**config.mk**
```make
export PLATFORM = sky130hd
export DESIGN_NAME = softmax_fp16_fast_exp
export DESIGN_NICKNAME = d
export VERILOG_FILES = /design/src/hw/rtl/smx_pkg.sv /design/src/hw/rtl/softmax_fp16_fast_exp.sv /design/src/hw/rtl/smx_fpu.sv
export SDC_FILE = /design/constraint.sdc
export NUM_CORES = 2
export LEC_CHECK = 0
export BUFFER_PORTS_ARGS = -buffer_cell sky130_fd_sc_hd__buf_4
export CAP_MARGIN = 25
export CORE_MARGIN = 2
export CORE_UTILIZATION = 58
export CTS_CLUSTER_DIAMETER = 200
export CTS_CLUSTER_SIZE = 8
export DETAILED_ROUTE_END_ITERATION = 6
export GPL_ROUTABILITY_DRIVEN = 0
export PLACE_DENSITY = 0.75
export SYNTH_ARGS = -nofsm -noshare
export SYNTH_HDL_FRONTEND = slang
export SYNTH_SLANG_ARGS = --single-unit
```
**constraint.sdc**
```tcl
create_clock -name clock -period 12.7 [get_ports clock]
set_input_delay 0.635 -clock clock [delete_from_list [all_inputs] [get_ports clock]]
set_output_delay 0.635 -clock clock [all_outputs]
set_load 0.01 [all_outputs]
```
**src/hw/rtl/smx_pkg.sv**
```systemverilog
`timescale 1ns / 1ps
package smx_pkg;

   localparam int MaxLen = 64;
   localparam int IdxW   = $clog2(MaxLen);
   localparam int CntW   = IdxW + 1;

   localparam logic [15:0] H_QNAN = 16'h7E00;
   localparam logic [15:0] H_INF  = 16'h7C00;
   localparam logic [15:0] H_COEF = 16'h65CF;
   localparam logic [15:0] H_BIAS = 16'h7380;
   localparam logic [15:0] H_SIGN = 16'h8000;

   typedef enum logic [2:0] {
      OP_ADD = 3'b001,
      OP_MUL = 3'b010,
      OP_DIV = 3'b100
   } op_type;

   typedef struct packed {
      logic        go;
      op_type      op;
      logic [15:0] a;
      logic [15:0] b;
   } fpu_cmd_type;

   typedef struct packed {
      logic        done;
      logic [15:0] res;
   } fpu_res_type;

   function automatic logic h_isnan(input logic [15:0] h);
      return (h[14:10] == 5'h1F) && (h[9:0] != 10'd0);
   endfunction

   function automatic logic h_isinf(input logic [15:0] h);
      return h[14:0] == 15'h7C00;
   endfunction

   function automatic logic h_iszero(input logic [15:0] h);
      return h[14:0] == 15'd0;
   endfunction

   function automatic logic [15:0] h_key(input logic [15:0] h);
      return h[15] ? ~h : (h | H_SIGN);
   endfunction

   function automatic logic [15:0] h_maxnum(input logic [15:0] a, input logic [15:0] b);
      logic [15:0] r;
      if (h_isnan(a) && h_isnan(b)) r = H_QNAN;
      else if (h_isnan(a)) r = b;
      else if (h_isnan(b)) r = a;
      else r = (h_key(a) >= h_key(b)) ? a : b;
      return r;
   endfunction

   function automatic logic [15:0] h_to_u16(input logic [15:0] h);
      logic [4:0]  e;
      logic [15:0] mw;
      logic [15:0] r;
      e  = h[14:10];
      mw = {5'd0, 1'b1, h[9:0]};
      if (h_isnan(h)) r = 16'hFFFF;
      else if (h[15]) r = 16'd0;
      else if (e == 5'd31) r = 16'hFFFF;
      else if (e < 5'd15) r = 16'd0;
      else if (e <= 5'd25) r = mw >> (5'd25 - e);
      else r = mw << (e - 5'd25);
      return r;
   endfunction

endpackage

```
**src/hw/rtl/softmax_fp16_fast_exp.sv**
```systemverilog
`timescale 1ns / 1ps
// Channel   Ports                                           Direction
// req       req_valid req_ready req_sample_bits req_row_end  in
// rsp       rsp_valid rsp_ready rsp_prob_bits rsp_final_out
//           rsp_overflowed                                    out
// Samples load at one beat per cycle. After the row end, each sample passes through
// the shared fp unit in turn (subtract, multiply, add, sum); once the row total is
// known, each is divided by it (36-step restoring divider), and each result is held
// for any rsp stall. req_ready stays low from the row end until the last rsp beat.
// Reset is synchronous; the row store needs no clearing pass.
module softmax_fp16_fast_exp import smx_pkg::*; (
   input  logic        clock,
   input  logic        reset,
   input  logic        req_valid,
   output logic        req_ready,
   input  logic [15:0] req_sample_bits,
   input  logic        req_row_end,
   output logic        rsp_valid,
   input  logic        rsp_ready,
   output logic [15:0] rsp_prob_bits,
   output logic        rsp_final_out,
   output logic        rsp_overflowed
);

   typedef enum logic [10:0] {
      S_LOAD = 11'b00000000001,
      S_RD   = 11'b00000000010,
      S_RDW  = 11'b00000000100,
      S_SUB  = 11'b00000001000,
      S_MUL  = 11'b00000010000,
      S_BIAS = 11'b00000100000,
      S_ACC  = 11'b00001000000,
      S_DRD  = 11'b00010000000,
      S_DRDW = 11'b00100000000,
      S_DIV  = 11'b01000000000,
      S_OUT  = 11'b10000000000
   } st_type;

   st_type            st_ff, st_in;
   logic [15:0]       mem [MaxLen];
   logic [15:0]       rd_ff;
   logic [CntW-1:0]   cnt_ff, cnt_in;
   logic [IdxW-1:0]   idx_ff, idx_in;
   logic [15:0]       max_ff, max_in;
   logic [15:0]       tot_ff, tot_in;
   logic              drop_ff, drop_in;
   fpu_cmd_type       cmd_ff, cmd_in;
   fpu_res_type       fres;
   logic [15:0]       out_ff, out_in;
   logic              fin_ff, fin_in;
   logic              ovf_ff, ovf_in;
   logic              vld_ff, vld_in;
   logic              we;
   logic [IdxW-1:0]   wa;
   logic [15:0]       wd;
   logic              acc, room, lastidx;
   logic [15:0]       ex;

   smx_fpu u_fpu (
      .clock (clock),
      .reset (reset),
      .cmd   (cmd_ff),
      .res   (fres)
   );

   always_comb begin
      acc     = req_valid && (st_ff == S_LOAD);
      room    = cnt_ff < CntW'(MaxLen);
      lastidx = (CntW'(idx_ff) + CntW'(1)) == cnt_ff;
      ex      = h_to_u16(fres.res);
      st_in   = st_ff;
      cnt_in  = cnt_ff;
      idx_in  = idx_ff;
      max_in  = max_ff;
      tot_in  = tot_ff;
      drop_in = drop_ff;
      cmd_in  = cmd_ff;
      cmd_in.go = 1'b0;
      out_in  = out_ff;
      fin_in  = fin_ff;
      ovf_in  = ovf_ff;
      vld_in  = vld_ff;
      we      = 1'b0;
      wa      = idx_ff;
      wd      = ex;
      unique case (st_ff)
         S_LOAD: begin
            if (acc) begin
               if (room) begin
                  we     = 1'b1;
                  wa     = cnt_ff[IdxW-1:0];
                  wd     = req_sample_bits;
                  max_in = (cnt_ff == CntW'(0)) ? h_maxnum(req_sample_bits, req_sample_bits)
                                               : h_maxnum(max_ff, req_sample_bits);
                  cnt_in = cnt_ff + CntW'(1);
               end else begin
                  drop_in = 1'b1;
               end
               if (req_row_end) begin
                  idx_in = '0;
                  tot_in = 16'd0;
                  st_in  = S_RD;
               end
            end
         end
         S_RD: st_in = S_RDW;
         S_RDW: begin
            cmd_in = '{go: 1'b1, op: OP_ADD, a: rd_ff, b: max_ff ^ H_SIGN};
            st_in  = S_SUB;
         end
         S_SUB: begin
            if (fres.done) begin
               cmd_in = '{go: 1'b1, op: OP_MUL, a: fres.res, b: H_COEF};
               st_in  = S_MUL;
            end
         end
         S_MUL: begin
            if (fres.done) begin
               cmd_in = '{go: 1'b1, op: OP_ADD, a: fres.res, b: H_BIAS};
               st_in  = S_BIAS;
            end
         end
         S_BIAS: begin
            if (fres.done) begin
               we     = 1'b1;
               cmd_in = '{go: 1'b1, op: OP_ADD, a: tot_ff, b: ex};
               st_in  = S_ACC;
            end
         end
         S_ACC: begin
            if (fres.done) begin
               tot_in = fres.res;
               if (lastidx) begin
                  idx_in = '0;
                  st_in  = S_DRD;
               end else begin
                  idx_in = idx_ff + IdxW'(1);
                  st_in  = S_RD;
               end
            end
         end
         S_DRD: st_in = S_DRDW;
         S_DRDW: begin
            cmd_in = '{go: 1'b1, op: OP_DIV, a: rd_ff, b: tot_ff};
            st_in  = S_DIV;
         end
         S_DIV: begin
            if (fres.done) begin
               out_in = fres.res;
               fin_in = lastidx;
               ovf_in = drop_ff;
               vld_in = 1'b1;
               st_in  = S_OUT;
            end
         end
         S_OUT: begin
            if (rsp_ready) begin
               vld_in = 1'b0;
               if (fin_ff) begin
                  cnt_in  = '0;
                  max_in  = 16'd0;
                  tot_in  = 16'd0;
                  drop_in = 1'b0;
                  st_in   = S_LOAD;
               end else begin
                  idx_in = idx_ff + IdxW'(1);
                  st_in  = S_DRD;
               end
            end
         end
         default: st_in = S_LOAD;
      endcase
   end

   always_ff @(posedge clock) begin
      if (we) mem[wa] <= wd;
      rd_ff <= mem[idx_ff];
   end

   always_ff @(posedge clock) begin
      if (reset) begin
         st_ff     <= S_LOAD;
         cnt_ff    <= '0;
         idx_ff    <= '0;
         max_ff    <= 16'd0;
         tot_ff    <= 16'd0;
         drop_ff   <= 1'b0;
         cmd_ff.go <= 1'b0;
         vld_ff    <= 1'b0;
      end else begin
         st_ff     <= st_in;
         cnt_ff    <= cnt_in;
         idx_ff    <= idx_in;
         max_ff    <= max_in;
         tot_ff    <= tot_in;
         drop_ff   <= drop_in;
         cmd_ff.go <= cmd_in.go;
         vld_ff    <= vld_in;
      end
      cmd_ff.op <= cmd_in.op;
      cmd_ff.a  <= cmd_in.a;
      cmd_ff.b  <= cmd_in.b;
      out_ff    <= out_in;
      fin_ff    <= fin_in;
      ovf_ff    <= ovf_in;
   end

   assign req_ready      = (st_ff == S_LOAD);
   assign rsp_valid      = vld_ff;
   assign rsp_prob_bits  = out_ff;
   assign rsp_final_out  = fin_ff;
   assign rsp_overflowed = ovf_ff;

endmodule

```
**src/hw/rtl/smx_fpu.sv**
```systemverilog
`timescale 1ns / 1ps
module smx_fpu import smx_pkg::*; (
   input  logic        clock,
   input  logic        reset,
   input  fpu_cmd_type cmd,
   output fpu_res_type res
);

   typedef enum logic [2:0] {
      F_IDLE = 3'b001,
      F_ITER = 3'b010,
      F_RND  = 3'b100
   } fst_type;

   fst_type            st_ff, st_in;
   logic               spec_ff, spec_in;
   logic [15:0]        sval_ff, sval_in;
   logic               sign_ff, sign_in;
   logic [39:0]        mant_ff, mant_in;
   logic signed [7:0]  xexp_ff, xexp_in;
   logic [10:0]        rem_ff, rem_in;
   logic [10:0]        den_ff, den_in;
   logic [10:0]        num_ff, num_in;
   logic [5:0]         cnt_ff, cnt_in;
   logic [15:0]        res_ff, res_in;
   logic               done_ff, done_in;

   logic [4:0]  ea, eb, ebia, ebib, emin;
   logic [10:0] ma, mb;
   logic        sa, sb, sg;
   logic [39:0] aw, bw;

   always_comb begin
      ea   = cmd.a[14:10];
      eb   = cmd.b[14:10];
      ma   = {ea != 5'd0, cmd.a[9:0]};
      mb   = {eb != 5'd0, cmd.b[9:0]};
      ebia = (ea == 5'd0) ? 5'd1 : ea;
      ebib = (eb == 5'd0) ? 5'd1 : eb;
      emin = (ebia < ebib) ? ebia : ebib;
      sa   = cmd.a[15];
      sb   = cmd.b[15];
      sg   = sa ^ sb;
      aw   = 40'(ma) << (ebia - emin);
      bw   = 40'(mb) << (ebib - emin);
   end

   logic [11:0] rr;
   logic        nbit;

   always_comb begin
      nbit = (cnt_ff >= 6'd25) ? num_ff[4'(cnt_ff - 6'd25)] : 1'b0;
      rr   = {rem_ff, nbit};
   end

   logic [5:0]         lead;
   logic signed [9:0]  e, u, s;
   logic [63:0]        mx, rsh;
   logic [11:0]        r12;
   logic               g, rest, up;
   logic [16:0]        bb;
   logic [15:0]        rnd;

   always_comb begin
      lead = 6'd0;
      for (int i = 0; i < 40; i++) begin
         if (mant_ff[i]) lead = 6'(i);
      end
      e    = $signed({4'd0, lead}) + 10'(xexp_ff);
      u    = (e - 10'sd10 > -10'sd24) ? e - 10'sd10 : -10'sd24;
      s    = u - 10'(xexp_ff);
      mx   = {24'd0, mant_ff};
      g    = 1'b0;
      rest = 1'b0;
      up   = 1'b0;
      if (s <= 10'sd0) begin
         rsh = mx << 6'(-s);
      end else begin
         rsh  = mx >> 6'(s);
         g    = mx[6'(s - 10'sd1)];
         rest = ((mx & ((64'd1 << 6'(s - 10'sd1)) - 64'd1)) != 64'd0) || (rem_ff != 11'd0);
         up   = g & (rest | rsh[0]);
      end
      r12 = rsh[11:0] + 12'(up);
      if (e >= -10'sd14) begin
         bb = ({12'd0, 5'(e + 10'sd15)} << 10) + 17'(r12) - 17'd1024;
      end else begin
         bb = 17'(r12);
      end
      if (spec_ff) rnd = sval_ff;
      else if (e > 10'sd15 || bb >= 17'h07C00) rnd = {sign_ff, H_INF[14:0]};
      else rnd = {sign_ff, bb[14:0]};
   end

   always_comb begin
      st_in   = st_ff;
      spec_in = spec_ff;
      sval_in = sval_ff;
      sign_in = sign_ff;
      mant_in = mant_ff;
      xexp_in = xexp_ff;
      rem_in  = rem_ff;
      den_in  = den_ff;
      num_in  = num_ff;
      cnt_in  = cnt_ff;
      res_in  = res_ff;
      done_in = 1'b0;
      unique case (st_ff)
         F_IDLE: begin
            if (cmd.go) begin
               st_in   = F_RND;
               spec_in = 1'b0;
               rem_in  = 11'd0;
               unique case (cmd.op)
                  OP_ADD: begin
                     xexp_in = 8'(emin) - 8'sd25;
                     if (h_isnan(cmd.a) || h_isnan(cmd.b)) begin
                        spec_in = 1'b1;
                        sval_in = H_QNAN;
                     end else if (h_isinf(cmd.a) && h_isinf(cmd.b)) begin
                        spec_in = 1'b1;
                        sval_in = sg ? H_QNAN : cmd.a;
                     end else if (h_isinf(cmd.a)) begin
                        spec_in = 1'b1;
                        sval_in = cmd.a;
                     end else if (h_isinf(cmd.b)) begin
                        spec_in = 1'b1;
                        sval_in = cmd.b;
                     end else begin
                        if (!sg) begin
                           mant_in = aw + bw;
                           sign_in = sa;
                        end else if (aw >= bw) begin
                           mant_in = aw - bw;
                           sign_in = sa;
                        end else begin
                           mant_in = bw - aw;
                           sign_in = sb;
                        end
                        if (mant_in == 40'd0) begin
                           spec_in = 1'b1;
                           sval_in = {sa & sb, 15'd0};
                        end
                     end
                  end
                  OP_MUL: begin
                     xexp_in = 8'(ebia) + 8'(ebib) - 8'sd50;
                     mant_in = 40'(ma * mb);
                     sign_in = sg;
                     if (h_isnan(cmd.a) || h_isnan(cmd.b)) begin
                        spec_in = 1'b1;
                        sval_in = H_QNAN;
                     end else if (h_isinf(cmd.a) || h_isinf(cmd.b)) begin
                        spec_in = 1'b1;
                        sval_in = (h_iszero(cmd.a) || h_iszero(cmd.b)) ? H_QNAN
                                                                    : {sg, H_INF[14:0]};
                     end else if (h_iszero(cmd.a) || h_iszero(cmd.b)) begin
                        spec_in = 1'b1;
                        sval_in = {sg, 15'd0};
                     end
                  end
                  OP_DIV: begin
                     xexp_in = 8'(ebia) - 8'(ebib) - 8'sd25;
                     sign_in = sg;
                     mant_in = 40'd0;
                     num_in  = ma;
                     den_in  = mb;
                     cnt_in  = 6'd35;
                     if (h_isnan(cmd.a) || h_isnan(cmd.b)) begin
                        spec_in = 1'b1;
                        sval_in = H_QNAN;
                     end else if (h_isinf(cmd.a)) begin
                        spec_in = 1'b1;
                        sval_in = h_isinf(cmd.b) ? H_QNAN : {sg, H_INF[14:0]};
                     end else if (h_isinf(cmd.b)) begin
                        spec_in = 1'b1;
                        sval_in = {sg, 15'd0};
                     end else if (h_iszero(cmd.b)) begin
                        spec_in = 1'b1;
                        sval_in = h_iszero(cmd.a) ? H_QNAN : {sg, H_INF[14:0]};
                     end else if (h_iszero(cmd.a)) begin
                        spec_in = 1'b1;
                        sval_in = {sg, 15'd0};
                     end else begin
                        st_in = F_ITER;
                     end
                  end
                  default: begin
                     spec_in = 1'b1;
                     sval_in = H_QNAN;
                  end
               endcase
            end
         end
         F_ITER: begin
            if (rr >= {1'b0, den_ff}) begin
               rem_in  = 11'(rr - {1'b0, den_ff});
               mant_in = {mant_ff[38:0], 1'b1};
            end else begin
               rem_in  = rr[10:0];
               mant_in = {mant_ff[38:0], 1'b0};
            end
            if (cnt_ff == 6'd0) st_in = F_RND;
            else cnt_in = cnt_ff - 6'd1;
         end
         F_RND: begin
            res_in  = rnd;
            done_in = 1'b1;
            st_in   = F_IDLE;
         end
         default: st_in = F_IDLE;
      endcase
   end

   always_ff @(posedge clock) begin
      if (reset) begin
         st_ff   <= F_IDLE;
         done_ff <= 1'b0;
      end else begin
         st_ff   <= st_in;
         done_ff <= done_in;
      end
      spec_ff <= spec_in;
      sval_ff <= sval_in;
      sign_ff <= sign_in;
      mant_ff <= mant_in;
      xexp_ff <= xexp_in;
      rem_ff  <= rem_in;
      den_ff  <= den_in;
      num_ff  <= num_in;
      cnt_ff  <= cnt_in;
      res_ff  <= res_in;
   end

   assign res.done = done_ff;
   assign res.res  = res_ff;

endmodule

```
; ---- After elaboration in Yosys (flattened, before gate mapping)
; Memories as Yosys holds them, arrays and structs flattened. A register that Yosys moved wholly into a read port is not among the register bits.
; Index checks and enable logic that the tools add are counted.
[totals]
register_bits = 237
latch_bits = 0
mem_bits_rw = 1024
rom_bits = 0
in_bits = 21
out_inout_bits = 20
word_cells = 393
memories = 1
[memory_table]
columns = name, words, word_bits, rd, rd_ports_with_merged_regs, write_ports, line
row1 = mem, 64, 16, 1, 1, 1, softmax_fp16_fast_exp.sv:40  ; logic [15:0] mem [MaxLen];
[op_classes]
addsub = 28
multipliers = 1
div = 0
order_cmp = 15
eq_ne = 55
n_shift = 7
mux = 197
n_bitwise = 8
reduce_logical = 55
[ops]
columns = op, count
row1 = $mux 16, 41
row2 = $mux 40, 14
row3 = $pmux 36 s5, 1
row4 = $pmux 11 s11, 1
row5 = $mux 6, 20
row6 = $pmux 40 s3, 1
row7 = $mux 11, 10
row8 = $mux 36, 3
row9 = $pmux 16 s3, 2
row10 = $mux 5, 19
row11 = $pmux 40 s2, 1
row12 = $shl 11x5->40, 2
row13 = $sub 40x40->40, 2
row14 = $and 40x64->64, 1
row15 = $reduce_bool 64->1, 1
row16 = $shl 1x6->64 const A, 1
row17 = $sub 64x1->64 const B, 1
row18 = $reduce_bool 10->1, 5
row19 = $add 40x40->40, 1
row20 = $ge 40x40->1, 1
row21 = $logic_not 40->1, 1
row22 = $shl 40x6->12, 1
row23 = $shr 40x6->12, 1
row24 = $mux 1, 38
row25 = other kinds (108), 197

; ---- Logic depth before layout (Yosys ltp)
[logic_depth]
depth_word = 61
depth_mapped = 68
depth_no_buf = 62

; ---- Cells and area by module
; A second synthesis with hierarchy kept.
[hier_totals]
hier_cells = 5795
area_unflattened_um2 = 72559.6
[by_module_without_submodules]
columns = module, instances, cells_per_inst, area_each_um2, seq_area_each_um2
row1 = softmax_fp16_fast_exp, 1, 2399, 46897.5, 33842.5
row2 = smx_fpu, 1, 3396, 25662.1, 3683.5

; ---- Worst setup path before layout
; Ideal clock, no wire load.
[synth_timing]
kind = reg-to-reg
startpoint = register u_fpu.mant_ff[4]
endpoint = register u_fpu.res_ff[2] (data pin)
setup_time_ns = 0.267
arrival_time_ns = 11.555
t_required_ns = 12.433
path_slack_ns = 0.878
stages_incl_launch_ff = 66
path_buffers = 8
period_less_slack_ns = 11.822
cell_sequence = edfxtp_1 -> clkbuf_1 -> nor2_1 -> o21ai_0 -> a211oi_1 -> o31ai_1 -> a21boi_0 -> nor3_1 -> nor3_1 -> o31ai_1 -> a211oi_1 -> nor3_1 -> nor3_1 -> nor3_1 -> o31a_1 -> fa_1 -> nor2b_1 -> o21a_1 -> [... 30 more ...] -> ha_1 -> o21a_1 -> nand2_1 -> xnor2_1 -> ha_1 -> inv_1 -> fa_1 -> clkbuf_1 -> nor2_1 -> a21oi_1 -> a22oi_1 -> xnor2_1 -> a21oi_1 -> nand2b_1 -> o21ai_0 -> a21o_1 -> clkbuf_1 -> o21ai_0
[synth_between]
elab_chain_cells = 58
word_cells_on_any_way = 69
cone_classes = add/sub (10) / order compare (5) / shift (3) / mux (45) / bitwise (3) / reduce/logical (3)
[synth_lines]
columns = item, line
row1 = start: declaration, smx_fpu.sv:19  ; logic [39:0] mant_ff, mant_in;
row2 = start signal: assignment, smx_fpu.sv:226  ; mant_ff <= mant_in;
row3 = $mux 3 (4 in series), smx_fpu.sv:67  ; if (mant_ff[i]) lead = 6'(i);
row4 = $mux 4 (8 in series), smx_fpu.sv:67
row5 = $mux 5 (16 in series), smx_fpu.sv:67
row6 = $mux 6 (8 in series), smx_fpu.sv:67
row7 = $add 7x8->9, smx_fpu.sv:69  ; e = $signed({4'd0, lead}) + 10'(xexp_ff);
row8 = $sub 9x5->10, smx_fpu.sv:70  ; u = (e - 10'sd10 > -10'sd24) ? e - 10'sd10 : -10'sd24;
row9 = $gt 10x6->1, smx_fpu.sv:70
row10 = $mux 10, smx_fpu.sv:70
row11 = [... 11 more ...], -
row12 = $add 15x12->16, smx_fpu.sv:86  ; bb = ({12'd0, 5'(e + 10'sd15)} << 10) + 17'(r12) - 17'd1024;
row13 = $sub 17x11->17, smx_fpu.sv:86
row14 = $mux 17, smx_fpu.sv:85  ; if (e >= -10'sd14) begin
row15 = $ge 17x15->1, smx_fpu.sv:91  ; else if (e > 10'sd15 || bb >= 17'h07C00) rnd = {sign_ff, H_INF[14:0]};
row16 = $logic_or 1x1->1, smx_fpu.sv:91
row17 = $mux 15 (*), smx_fpu.sv:91
row18 = $mux 16 (*), smx_fpu.sv:90  ; if (spec_ff) rnd = sval_ff;
row19 = named net u_fpu.rnd[2], smx_fpu.sv:62  ; logic [15:0] rnd;
row20 = end signal: assignment, smx_fpu.sv:232  ; res_ff <= res_in;
row21 = end: declaration, smx_fpu.sv:25  ; logic [15:0] res_ff, res_in;
; Mark *: on every way through the listed nets, which the timed path passes. The rest lies on a longest branch. The select of a mux whose other input is x is not followed.
; A chain may end at the register's enable or synchronous reset.

; ---- Worst setup path in the final report
[layout_timing]
startpoint = register u_fpu.mant_ff[5]
endpoint = register u_fpu.res_ff[7] (data pin)
[layout_between]
elab_chain_cells = 57
word_cells_on_any_way = 68
cone_classes = add/sub (10) / order compare (5) / shift (3) / mux (44) / bitwise (3) / reduce/logical (3)
[layout_lines]
columns = item, line
row1 = $mux 3 (3 in series), smx_fpu.sv:67
row2 = $mux 4 (8 in series), smx_fpu.sv:67
row3 = $mux 5 (16 in series), smx_fpu.sv:67
row4 = $mux 6 (8 in series), smx_fpu.sv:67
row5 = $add 7x8->9, smx_fpu.sv:69
row6 = $sub 9x5->10, smx_fpu.sv:70
row7 = $gt 10x6->1, smx_fpu.sv:70
row8 = $mux 10, smx_fpu.sv:70
row9 = [... 11 more ...], -
row10 = $add 15x12->16, smx_fpu.sv:86
row11 = $sub 17x11->17, smx_fpu.sv:86
row12 = $mux 17, smx_fpu.sv:85
row13 = $ge 17x15->1, smx_fpu.sv:91
row14 = $logic_or 1x1->1, smx_fpu.sv:91
row15 = $mux 15 (*), smx_fpu.sv:91
row16 = $mux 16 (*), smx_fpu.sv:90
row17 = named net u_fpu.rnd[7], smx_fpu.sv:62
; Marked as above.

==> summary.md <==
| Metric | Value |
|---|---|
| Outcome | finished with violations |
| Failing checks | DRC |
| Seq/Total Area, Yosys | 51.99% |
| Clock skew | 0.07107 ns |
| I/O Buffers | 40 |
| Buf/Inv on CP | 4 |
| Cts bufs inserted | about 180 |
| Biggest regs | mem: 1024 flops, u_fpu.mant_ff: 40 flops, cmd_ff: 36 flops |
| Sink Count | ~1300 |
| Synthesized cell area | roughly 0.072 mm2 |
| Total track usage | a little under two fifths |
| Register-to-register setup slack | slightly above 0.6 ns |
| Htree depth | 4 |
| Clock Path Buffers | 3 |
| Yosys warning total | 0 |
| Clock tree root buffer cell | clkbuf_16 |
| Layout Cells excl Fill | between 7000 and 8000 |
| Initial Util | 58.43% |
| Initial antenna violation count | 16 |
| Netlist cell types | between 100 and 150 |
| Final Instance Area | 0.08017 mm2 |
| Detailed Route Iter0 Violations | around 9000 |
| Dominant cell type by area after synthesis | edfxtp_1 |
| FF/Latch Area | around 0.038 mm2 |
| Worst Path Arrival | about 13 ns |
| Largest net degree at the start of global routing | around 130 |
| Vias in the first global route | ~52000 |
| Die Height | 356.9 um |
| Multi-input gate area | 0.03254 mm2 |
| GR Overflow Total | 0 |
| # fillers | roughly 8600 |
| CTS tree | yes |
| Worst skew pair latency | 0.83 ns |
| ANT nets after route | 0 |
| Post-route core utilization | about 65% |
| Std-Cell Rows | 129 |
| Core ar. | approximately 0.12 mm2 |
| Max reg flops | between 1000 and 1500 |
| Cell mode on critical path | ha_1 |
| Share of cells above drive strength 1 | between 10% and 20% |
| Final Cycle Share | between 90% and 100% |
| CP endpoint kind | flip-flop |
| Primary FF master, synth | edfxtp_1 |
| Worst VDD drop | roughly 0.18 mV |
| Final setup viols | 0 |
| CP Max Fanout | 11 |
| Startpoint Class | flip-flop |
| Top reg by flops | mem |
| HPWL after detailed placement | between 100 and 150 mm |
| Number of max-cap violations | 0 |
| Placed cell area | approximately 0.075 mm2 |
| F_max | 82.73 MHz |
| Slew HR | between 10% and 20% |
| Dpl cells | between 7000 and 8000 |
| FF+latch count, synth | roughly 1300 |
| Tmin final | approximately 12 ns |
| Post-Synthesis Cells | 5863 |
| Ys async rst share | 0% |
| Final hold slack | between 0.15 and 0.2 ns |
| CP max stage delay | roughly 0.45 ns |
| Crit path kind | reg -> reg |
| Synthesized area per cell | between 10 and 15 um2 |
| P_leak | 28.65 nW |
| Pre-antenna DRT Iters | 7 |
| # Post-CTS Setup Buffers | 0 |
| Top post-synthesis cells by area | edfxtp_1, mux4_2, ha_1, nand2_1, fa_1 |
| IO Count | 41 |
| Delay-heaviest family, CP | compound AO/OA/AOI/OAI gates |
| Final #Nets | 6320 |
| Die ar. | 0.1274 mm2 |
| Worst slew pin tran | 1.309 ns |
| Top-area cell type share of the netlist area | 49.80% |
| Data required time of the worst path | around 13 ns |
| Final hold vios | 0 |
| DR WL/cell | slightly above 30 um |
| Die width | approximately 360 um |
| First-pass GRT wire length | approximately 350 mm |
| EDFF count, synth | approximately 1200 |
| Pwr dens | ~140 mW/mm2 |
| Pins Over Slew Limit | 0 |
| Worst path slowest cell | a2111oi_2 |
| Worst-path clk slew | approximately 0.06 ns |
| # DRC | ~130 |
| Vias/cell | slightly above 7 |
| P&R area growth vs syn | 10.98% |
| Via count | 53960 |
| Min-delay worst type | in -> reg |
| Post-Route WL | about 240 mm |
-- cells in the final DEF (no fill, tap or decap), drive strengths merged, types with 13 or more instances in the layout --
| cell type | count |
|---|---|
| o21a | 27 |
| a31oi | 53 |
| clkinv | 13 |
| a21o | 63 |
| or2 | 30 |
| dfxtp | 79 |
| mux4 | 371 |
| edfxtp | 1198 |
| clkbuf | 219 |
| inv | 311 |
| nor2 | 449 |
| o211ai | 45 |
| o22ai | 31 |
| a211oi | 40 |
| a22oi | 25 |
| mux2i | 103 |
| a22o | 28 |
| o21ai | 262 |
| o31ai | 32 |
| o21bai | 31 |
| a221oi | 33 |
| and3 | 28 |
| xor2 | 71 |
| nand2b | 47 |
| a21oi | 337 |
| nor2b | 57 |
| fa | 91 |
| nand2 | 620 |
| and2 | 71 |
| nand4 | 46 |
| nor3 | 93 |
| buf | 227 |
| xnor2 | 111 |
| mux2 | 41 |
| nand3 | 131 |
| ha | 271 |
| nor3b | 15 |
| or3 | 31 |
| nor4 | 45 |
-- stage by stage --
stage	setup TNS, ns	worst slack, ns	power, mW
floorplan	0	0.8782	6.075
global placement	0	0.4091	6.574
detailed placement	0	0.08606	6.631
CTS	0	0.04095	11.06
global route	-0.8058	-0.1253	11.38
finish	0	0.6128	11.15
-- kinds of logic (layout without fill, tap and decap cells) --
group,count (synthesis),after routing,synth area share [%]
AND/OR/NAND/NOR,1720,1720,11.06
multiplexers,515,515,13.64
other,1,13,0.005191
flip-flops,1277,1277,51.99
XOR/XNOR,184,184,2.269
buffers and inverters,650,771,3.487
adder cells (fa/ha/maj),362,362,7.216
AO/OA/AOI/OAI,1154,1154,10.33
-- synth_stat cells (all sizes together) (32+ instances only) --
master,count
xnor2,111
clkbuf,259
mux4,371
o31ai,32
a21o,63
a21oi,337
ha,271
a221oi,33
nor3,93
nor2b,57
buf,82
inv,307
fa,91
nor4,45
nand2,620
nand3,131
dfxtp,79
nand4,46
xor2,71
and2,71
nand2b,47
nor2,449
edfxtp,1198
o211ai,45
mux2i,103
a211oi,40
mux2,41
a31oi,53
o21ai,262
-- final cells by class --
cell class	instances	share of cell area (%)
Sequential cell	1277	46.86
Tap cell	1637	2.555
Antenna cell	4	0.01248
Timing Repair Buffer	227	2.303
Inverter	309	1.447
Clock buffer	219	5.748
Clock inverter	16	0.4916
Multi-Input combinational cell	3944	40.58
-- power breakdown --
part / total [mW] / internal [mW] / switching (mW) / leakage (nW)
registers: 4.96 / 4.87 / 0.0884 / 11.6
logic: 1.74 / 0.529 / 1.21 / 14.6
clock network: 4.45 / 2.56 / 1.89 / 2.40
-- worst paths after layout --
path                            from         endpoint  cells after the start
hold / removal    req_sample_bits[4]        max_ff[4]                      2
setup / recovery    u_fpu.mant_ff[5]  u_fpu.res_ff[7]                     59
setup reg to reg    u_fpu.mant_ff[5]  u_fpu.res_ff[7]                     59
hold reg to reg              drop_ff   rsp_overflowed                      0
-- layer usage --
metal	part of all wire [%]	global-route usage, %	routed length, um
met1	34	45.86	79800
met2	46	58.13	108700
met4	8.2	24.24	19400
met5	0.079	0	188
met3	12	9.934	28980
-- timing repair --
action                     CTS  global route
setup endpoints to repair    0            15
resized for setup            0            39
hold buffers                 0             0
(Power assumes the default switching activity.)
